File: src/rtl/core/lr_pkg.sv
// shared types and constants for the line rasterizer
// no dependencies; used by every module in rtl/core

package lr_pkg;

    localparam int COORD_W       = 6;
    localparam int COLOR_W       = 32;
    localparam int DIFF_W        = COORD_W + 1;
    localparam int S_DATA_W      = 56;
    localparam int M_DATA_W      = 48;
    localparam int TILE_SPAN_DEF = 64;

    typedef logic [COORD_W-1:0] coord_t;

    // segment after endpoint sorting
    typedef struct packed {
        logic                      steep;
        coord_t                    major_start;
        coord_t                    minor_start;
        coord_t                    len;
        logic signed [DIFF_W-1:0]  minor_diff;
    } lr_setup_t;

    // one step of the error accumulator
    typedef struct packed {
        coord_t rem_next;
        logic   minor_up;
        logic   minor_down;
    } lr_step_t;

endpackage

File: src/rtl/core/line_rasterizer.sv
// Line rasterizer: takes one segment per request (two endpoints in the tile and a
// color) and emits every pixel of it, one per cycle while the output is not stalled,
// ordered along the major axis, with tlast on the final pixel. Coordinates above
// TILE_SPAN-1 are clamped. The endpoint sort is done on the accepting clock edge;
// after that a single shared add/compare unit walks the exact floor of the
// interpolation one pixel per cycle, pausing whenever the output is stalled.
// The input is not ready while a segment is being walked; the final pixel may
// still wait in the output register while the next segment is accepted.

module line_rasterizer
    import lr_pkg::*;
#(
    parameter int TILE_SPAN = TILE_SPAN_DEF
) (
    input  logic                aclk,
    input  logic                aresetn,
    input  logic                s_tvalid,
    output logic                s_tready,
    // start_x[5:0], start_y[11:6], end_x[17:12], end_y[23:18], pixel_color[55:24]
    input  logic [S_DATA_W-1:0] s_tdata,
    output logic                m_tvalid,
    input  logic                m_tready,
    // pixel_x[5:0], pixel_y[11:6], pixel_value[43:12], zero above
    output logic [M_DATA_W-1:0] m_tdata,
    // final_pixel
    output logic                m_tlast
);

    typedef enum logic {ST_IDLE, ST_RUN} state_t;

    state_t                   state_reg;
    logic                     steep_reg;
    coord_t                   major_reg;
    coord_t                   minor_reg;
    coord_t                   rem_reg;
    coord_t                   len_reg;
    coord_t                   cnt_reg;
    logic signed [DIFF_W-1:0] diff_reg;
    logic [COLOR_W-1:0]       color_reg;
    logic                     out_valid_reg;
    coord_t                   out_x_reg;
    coord_t                   out_y_reg;
    logic [COLOR_W-1:0]       out_color_reg;
    logic                     out_last_reg;

    lr_setup_t seg;
    lr_step_t  step;
    logic      accept;
    logic      load;

    lr_setup #(
        .TILE_SPAN (TILE_SPAN)
    ) u_setup (
        .start_x (s_tdata[COORD_W-1:0]),
        .start_y (s_tdata[2*COORD_W-1:COORD_W]),
        .end_x   (s_tdata[3*COORD_W-1:2*COORD_W]),
        .end_y   (s_tdata[4*COORD_W-1:3*COORD_W]),
        .seg     (seg)
    );

    lr_err_unit u_err (
        .rem        (rem_reg),
        .minor_diff (diff_reg),
        .len        (len_reg),
        .step       (step)
    );

    assign s_tready = (state_reg == ST_IDLE);
    assign accept   = s_tvalid && s_tready;
    assign load     = (state_reg == ST_RUN) && (!out_valid_reg || m_tready);

    assign m_tvalid = out_valid_reg;
    assign m_tlast  = out_last_reg;
    assign m_tdata  = {{(M_DATA_W - COLOR_W - 2*COORD_W){1'b0}},
                       out_color_reg, out_y_reg, out_x_reg};

    always_ff @(posedge aclk) begin
        if (!aresetn) begin
            state_reg     <= ST_IDLE;
            out_valid_reg <= 1'b0;
        end else begin
            if (load) begin
                out_valid_reg <= 1'b1;
            end else if (m_tready) begin
                out_valid_reg <= 1'b0;
            end
            unique case (state_reg)
                ST_IDLE: begin
                    if (accept) begin
                        steep_reg <= seg.steep;
                        major_reg <= seg.major_start;
                        minor_reg <= seg.minor_start;
                        len_reg   <= seg.len;
                        cnt_reg   <= seg.len;
                        diff_reg  <= seg.minor_diff;
                        rem_reg   <= '0;
                        color_reg <= s_tdata[4*COORD_W+COLOR_W-1:4*COORD_W];
                        state_reg <= ST_RUN;
                    end
                end
                ST_RUN: begin
                    if (load) begin
                        out_x_reg     <= steep_reg ? minor_reg : major_reg;
                        out_y_reg     <= steep_reg ? major_reg : minor_reg;
                        out_color_reg <= color_reg;
                        out_last_reg  <= (cnt_reg == '0);
                        major_reg     <= major_reg + 1'b1;
                        rem_reg       <= step.rem_next;
                        cnt_reg       <= cnt_reg - 1'b1;
                        if (step.minor_up) begin
                            minor_reg <= minor_reg + 1'b1;
                        end else if (step.minor_down) begin
                            minor_reg <= minor_reg - 1'b1;
                        end
                        if (cnt_reg == '0) begin
                            state_reg <= ST_IDLE;
                        end
                    end
                end
                default: state_reg <= ST_IDLE;
            endcase
        end
    end

`ifndef SYNTH
    a_accept_starts_walk: assert property (@(posedge aclk) disable iff (!aresetn)
        accept |=> (state_reg == ST_RUN))
        else $error("accepted segment did not start a walk");

    a_cnt_in_range: assert property (@(posedge aclk) disable iff (!aresetn)
        (state_reg == ST_RUN) |-> (cnt_reg <= len_reg))
        else $error("pixel count exceeds segment length");

    a_rem_in_range: assert property (@(posedge aclk) disable iff (!aresetn)
        (state_reg == ST_RUN) |-> (rem_reg < len_reg || len_reg == '0))
        else $error("interpolation remainder out of range");

    a_last_ends_walk: assert property (@(posedge aclk) disable iff (!aresetn)
        (load && cnt_reg == '0) |=> (state_reg == ST_IDLE && m_tvalid && m_tlast))
        else $error("final pixel did not end the walk");
`endif

endmodule

File: src/rtl/core/lr_setup.sv
// endpoint clamping, axis choice and ordering for one segment
// depends on lr_pkg

module lr_setup
    import lr_pkg::*;
#(
    parameter int TILE_SPAN = TILE_SPAN_DEF
) (
    input  coord_t    start_x,
    input  coord_t    start_y,
    input  coord_t    end_x,
    input  coord_t    end_y,
    output lr_setup_t seg
);

    localparam int     LimInt   = (TILE_SPAN - 1 < (1 << COORD_W) - 1) ?
                                  TILE_SPAN - 1 : (1 << COORD_W) - 1;
    localparam coord_t CoordLim = COORD_W'(LimInt);

    coord_t x0, y0, x1, y1;
    coord_t dx, dy;
    coord_t ma, na, mb, nb;
    coord_t m_lo, n_lo, m_hi, n_hi;
    logic   steep;

    always_comb begin
        x0 = (start_x > CoordLim) ? CoordLim : start_x;
        y0 = (start_y > CoordLim) ? CoordLim : start_y;
        x1 = (end_x   > CoordLim) ? CoordLim : end_x;
        y1 = (end_y   > CoordLim) ? CoordLim : end_y;
        dx = (x1 > x0) ? x1 - x0 : x0 - x1;
        dy = (y1 > y0) ? y1 - y0 : y0 - y1;
        steep = dx < dy;
        if (steep) begin
            ma = y0; na = x0; mb = y1; nb = x1;
        end else begin
            ma = x0; na = y0; mb = x1; nb = y1;
        end
        if (ma > mb) begin
            m_lo = mb; n_lo = nb; m_hi = ma; n_hi = na;
        end else begin
            m_lo = ma; n_lo = na; m_hi = mb; n_hi = nb;
        end
        seg.steep       = steep;
        seg.major_start = m_lo;
        seg.minor_start = n_lo;
        seg.len         = m_hi - m_lo;
        seg.minor_diff  = $signed({1'b0, n_hi}) - $signed({1'b0, n_lo});
    end

endmodule

File: src/rtl/core/lr_err_unit.sv
// shared add/compare unit that advances the interpolation remainder by one step
// depends on lr_pkg

module lr_err_unit
    import lr_pkg::*;
(
    input  coord_t                   rem,
    input  logic signed [DIFF_W-1:0] minor_diff,
    input  coord_t                   len,
    output lr_step_t                 step
);

    logic signed [DIFF_W:0] sum;
    logic signed [DIFF_W:0] len_s;

    always_comb begin
        sum   = $signed({2'b00, rem}) + $signed({minor_diff[DIFF_W-1], minor_diff});
        len_s = $signed({2'b00, len});
        step.minor_up   = 1'b0;
        step.minor_down = 1'b0;
        step.rem_next   = sum[COORD_W-1:0];
        // remainder stays in [0, len); |minor_diff| <= len keeps one correction enough
        priority if (len == '0) begin
            step.rem_next = '0;
        end else if (sum >= len_s) begin
            step.minor_up = 1'b1;
            step.rem_next = COORD_W'(sum - len_s);
        end else if (sum < 0) begin
            step.minor_down = 1'b1;
            step.rem_next   = COORD_W'(sum + len_s);
        end
    end

endmodule

File: config.mk
export PLATFORM = sky130hd
export DESIGN_NAME = line_rasterizer
export DESIGN_NICKNAME = d
export VERILOG_FILES = /design/src/rtl/core/lr_pkg.sv /design/src/rtl/core/line_rasterizer.sv /design/src/rtl/core/lr_setup.sv /design/src/rtl/core/lr_err_unit.sv
export SDC_FILE = /design/constraint.sdc
export NUM_CORES = 1
export LEC_CHECK = 0
export CAP_MARGIN = 25
export CORE_UTILIZATION = 35
export CTS_CLUSTER_DIAMETER = 120
export DETAILED_ROUTE_END_ITERATION = 8
export DONT_BUFFER_PORTS = 1
export PLACE_DENSITY = 0.54
export SYNTH_ARGS = -nofsm -noshare
export SYNTH_HDL_FRONTEND = slang
export SYNTH_HIERARCHICAL = 1
export SYNTH_SLANG_ARGS = --single-unit
File: constraint.sdc
create_clock -name aclk -period 15 [get_ports aclk]
set_input_delay 0.75 -clock aclk [delete_from_list [all_inputs] [get_ports aclk]]
set_output_delay 0.75 -clock aclk [all_outputs]
set_load 0.03 [all_outputs]
==> Yosys cells after proc, flatten, opt, wreduce, memory -nomap -nowiden <==
Cells that the tools add are included.
{ "totals": {"reg_bits": 117, "latch_bits": 0, "ram_bits": 0, "mem_bits_ro": 0, "in_bits": 60, "output_inout_bits": 51, "elab_cells": 95, "mem_count": 0} }
{ "classes": {"n_addsub": 13, "mul": 0, "div_mod_pow": 0, "magnitude_cmp": 10, "n_eq_ne": 3, "shift": 0, "mux": 43, "n_bitwise": 1, "reduce_logical": 11} }
{ "op_table": {"columns": ["operator", "n"], "rows": [
  ["$mux 6", 29],
  ["$pmux 6 s2", 4],
  ["$sub 6x6->6", 6],
  ["$gt 6x6->1 const B", 4],
  ["$gt 6x6->1", 3],
  ["$add 6x1->6 const B", 2],
  ["$logic_not 6->1", 2],
  ["$sub 6x1->6 const B", 2],
  ["$reduce_and 3->1", 3],
  ["$add 7x7->8", 1],
  ["$ge 8x7->1", 1],
  ["$lt 8x1->1 const B", 1],
  ["$mux 1", 8],
  ["$sub 6x6->7", 1],
  ["$add 6x6->6", 1],
  ["$lt 6x6->1", 1],
  ["$ne 2x1->1 const B", 2],
  ["$reduce_and 4->1", 1],
  ["$ne 3x1->1 const B", 1],
  ["$logic_and 1x1->1", 2],
  ["$mux 2", 1],
  ["$pmux 1 s2", 1],
  ["$reduce_bool 2->1", 1],
  ["$logic_not 1->1", 1],
  ["other kinds (2)", 2]
]} }

==> Logic depth before layout (Yosys ltp) <==
{ "logic_depth": {"word_depth": 11, "depth_mapped": 40, "depth_no_buf": 36} }

==> By module <==
Netlist, hierarchy kept.
{ "by_module_without_submodules": {"columns": ["mod", "n_inst", "cells_each", "area_per_inst_um2"], "rows": [
  ["line_rasterizer", 1, 234, 4332.9],
  ["lr_setup", 1, 376, 2403.6],
  ["lr_err_unit", 1, 123, 912.1]
]} }

==> Worst setup path after synthesis <==
Ideal clock, no wire load.
{ "synth_timing": {"path_kind": "in2reg", "startpoint": "input s_tdata[7]", "endpoint": "register diff_reg[5] (data pin)", "setup_ns": 0.258, "arrival_time_ns": 7.316, "path_slack_ns": 7.426, "cell_stages": 38, "cell_sequence": "clkbuf_1 -> ha_1 -> ha_1 -> o21a_1 -> o21ai_0 -> nand2_1 -> a21o_1 -> a21oi_1 -> a31oi_1 -> mux2i_1 -> xor2_1 -> ha_1 -> nand4_1 -> o21ai_1 -> buf_2 -> buf_2 -> clkbuf_1 -> clkbuf_1 -> [2 not listed] -> ha_1 -> nor2b_1 -> o211a_1 -> a31oi_1 -> a21oi_2 -> mux2i_4 -> clkbuf_1 -> nor2_1 -> a21oi_1 -> nor2_1 -> or2_2 -> ha_1 -> nor2b_1 -> o21ai_0 -> nand2b_1 -> a21o_1 -> a21oi_1 -> xnor2_1"} }
{ "synth_lines": {"columns": ["element", "line", "text"], "rows": [
  ["start, declared", "line_rasterizer.sv:20", "input logic [S_DATA_W-1:0] s_tdata,"],
  ["end signal, assigned", "line_rasterizer.sv:95", "diff_reg <= seg.minor_diff;"],
  ["end, declared", "line_rasterizer.sv:38", "logic signed [DIFF_W-1:0] diff_reg;"]
]} }

==> Implementation_results.wiki <==
{| class="wikitable"
! Metric !! Value
|-
| Wire length of the first global-routing pass || between 20000 and 30000 um
|-
| Total number of clock tree sinks || about 120
|-
| CTS clk-pin slew, worst paths || 0.06 ns
|-
| Port bufs || 0
|-
| Layout Area Growth over Synthesis || 10.6%
|-
| Highest-delay cell along the critical path || sky130_fd_sc_hd__mux2i_4
|-
| Sum of net half-perimeters after detailed placement || 13500 um
|-
| Ratio of final minimum period to clock period || between 50 and 60%
|-
| Detailed Routing Iterations Pass 1 || 5
|-
| Commonest non-fill, non-tap cells in the layout || sky130_fd_sc_hd__edfxtp_1 (115), sky130_fd_sc_hd__nor2_1 (71), sky130_fd_sc_hd__ha_1 (60)
|-
| DP Area || 7830 sq um
|-
| DR vias/cell || 5.20
|-
| Layout Skew || between 0.008 and 0.009 ns
|-
| Inserted Diodes || 0
|-
| Largest net degree at the start of global routing || 48
|-
| Number of nets in the final layout || 838
|-
| Main synth FF type || sky130_fd_sc_hd__edfxtp_1
|-
| Critical path peak fanout || 40
|-
| Most common cell after layout, fill and taps aside || sky130_fd_sc_hd__edfxtp_1
|-
| Final period demand of the worst path || approximately 7.7 ns
|-
| Yosys top cell by area || sky130_fd_sc_hd__edfxtp_1
|-
| Syn. warnings || 6
|-
| Data arrival, critical path || just under 8 ns
|-
| Total length of routed wires || 17300 um
|-
| Hold Violations, Final || 0
|-
| CTS tree || yes
|-
| Crit path capture type || flip-flop
|-
| Final total negative setup slack || 0 ns
|-
| Fraction of post-synthesis cell area in the top cell type by area || 45.1%
|-
| Mapped cell area || 7650 sq um
|-
| Flops & latches, synth || 117
|-
| Area share of xor/xnor cells in the synthesized design || 4.47%
|-
| Number of cells after detailed placement || just under 1k
|-
| Number of global-route vias before repair || 5186
|-
| Unrepaired setup endpoints after global routing || false
|-
| WL per Instance || 17.3 um
|-
| Compound-cell area share of the yosys netlist || around 13%
|-
| Number of buffers inserted by hold repair at cts || 0
|-
| DRC viols || 0
|-
| Sequential element share of the synthesized area || a little under half
|-
| Number of synthesized flops with an enable pin || 115
|-
| Crit path setup slack, layout || 7.33 ns
|-
| Number of instances in the synthesized netlist || 733
|-
| Postcts setup bufs || 0
|-
| Ranking of synthesized cells by area || sky130_fd_sc_hd__edfxtp_1 (45%), sky130_fd_sc_hd__ha_1 (9.8%), sky130_fd_sc_hd__nor2_1 (3.5%)
|-
| Final standard cell count with taps included and fillers excluded || 999
|-
| Pins Over Slew Limit || 0
|-
| Outcome || finished, final reports clean
|-
| Portion of netlist area occupied by mux cells || ~6.3%
|-
| Die boundary width || between 100 and 150 um
|-
| Clock buffer depth || 2
|-
| H-tree depth || 4
|-
| Number of cells upsized or downsized after cts || 0
|-
| Synth unique cells || 70
|-
| Startpoint type of the worst setup path || input port
|-
| # rows || 53
|-
| F_max || roughly 130 MHz
|-
| Die Y-Extent || 150 um
|-
| Number of clock buffers inserted by TritonCTS || 17
|-
| Overall via count from detail_route || between 5k and 6k
|-
| Main combinational cell family by area after synthesis || simple AND/OR/NAND/NOR gates
|-
| Initial antenna violation count || 0
|-
| RePlAce Congestion || ~0.94
|-
| Clock latency at the later pin of the worst-skew pair || 0.40 ns
|-
| Worst setup slack for register-to-register paths || 10.35 ns
|-
| DRC marker count from the first detailed-route iteration || 318
|-
| Post-route ant nets || 0
|-
| Post-synthesis share of cell area spent on full adders, half adders and majority gates || between 10% and 20%
|-
| Type of the setup path with the least slack || in2reg
|-
| Placeable Area || approximately 21000 sq um
|-
| Cell occurring most often along the worst timing path || sky130_fd_sc_hd__a21oi_1
|-
| Starting Density || 36.0%
|-
| Overall fraction of global-route tracks in use || 15.6%
|-
| Required time at the worst-slack endpoint || 15.25 ns
|-
| Die area || 22400 sq um
|-
| Number of I/O pins || 111
|-
| Area fraction in and, or, nand and nor cells after synthesis || 13.7%
|-
| Worst setup slack after placement || 7.01 ns
|-
| Final Instance Area || 8460 sq um
|-
| Slew HR || 50.8%
|-
| Post-synthesis area per instance || 10.4 sq um
|-
| Clock root buffer master || sky130_fd_sc_hd__clkbuf_16
|-
| Stage delay of the slowest cell on the critical path || roughly 0.58 ns
|-
| Share of post-route cells with drive strength above 1 || 10.6%
|-
| Slew @ Worst Pin || 0.739 ns
|-
| Layout filler cell count || 2032
|-
| Count of final setup violators || 0
|-
| Aggregate global routing overflow || 0
|-
| Worst hold path type || reg2reg
|-
| Max Cap Viol || 0
|-
| Fraction of registers with async set/reset || 0%
|}
-- critical path: cells and delay by family --
| kind | cells | cell delay, ns |
|---|---|---|
| AO/OA/AOI/OAI | 15 | 2.71 |
| adder cells (fa/ha/maj) | 5 | 1.31 |
| buffers and inverters | 4 | 1.15 |
| AND/OR/NAND/NOR | 8 | 0.91 |
| multiplexers | 2 | 0.87 |
| XOR/XNOR | 1 | 0.18 |
-- metal layers --
layer	part of all wire [%]	track usage, %
met1	42	18.7
met2	52	27.1
met4	1.5	5.45
met5	0	0
met3	4.5	3.60
-- through the flow --
| stage | hold WS (ns) | util [%] |
|---|---|---|
| 3_5_place_dp | 0.405 | 36.9 |
| 6_report | 0.409 | 39.9 |
| 5_1_grt | 0.415 | 39.9 |
| 2_1_floorplan | 0.400 | - |
| 4_1_cts | 0.413 | 39.8 |
| 3_3_place_gp | 0.400 | 36.9 |
-- path summary, 6_finish.rpt --
| path | start | endpoint | cells after the start |
|---|---|---|---|
| hold / removal | color_reg[29]$_DFFE_PP_ | out_color_reg[29]$_DFFE_PP_ | 0 |
| setup / recovery | s_tdata[19] | diff_reg[6]$_DFFE_PP_ | 35 |
| hold reg to reg | color_reg[29]$_DFFE_PP_ | out_color_reg[29]$_DFFE_PP_ | 0 |
| setup reg to reg | diff_reg[0]$_DFFE_PP_ | minor_reg[4]$_DFFE_PP_ | 15 |
-- Yosys cell counts (all sizes together) (4+ instances only) --
cell	instances
nor2b	21
mux2	18
nor4	6
and2	11
a31oi	6
a211oi	10
nand4	4
ha	60
and3	5
inv	47
o41ai	4
nor2	73
nor3	10
o21a	6
edfxtp	115
nand2	53
buf	15
o21ai	32
xor2	17
o21bai	10
xnor2	22
mux2i	26
clkbuf	34
o211ai	6
fa	7
nor3b	4
nand3	7
a21oi	56
nand2b	7
a21o	7
-- area by class of cell --
| type | instances | area, sq um | area share [%] |
|---|---|---|---|
| multi-input combinational | 523 | 3790 | 44.8 |
| sequential | 117 | 3490 | 41.3 |
| clock buffer | 18 | 429 | 5.07 |
| tap | 275 | 344 | 4.07 |
| inverter | 47 | 176 | 2.09 |
| clock inverter | 14 | 174 | 2.06 |
| timing repair buffer | 5 | 50.0 | 0.592 |
-- logic make-up (layout without fill, tap and decap cells) --
| logic type | after synthesis | after routing |
|---|---|---|
| other | 1 | 4 |
| flip-flops | 117 | 117 |
| AO/OA/AOI/OAI | 153 | 153 |
| adder cells (fa/ha/maj) | 70 | 70 |
| multiplexers | 44 | 44 |
| AND/OR/NAND/NOR | 213 | 213 |
| XOR/XNOR | 39 | 39 |
| buffers and inverters | 96 | 84 |
Power is left out: the tool's default activity adds up to more than one toggle a clock period on the data nets, which glitch-free logic cannot reach.
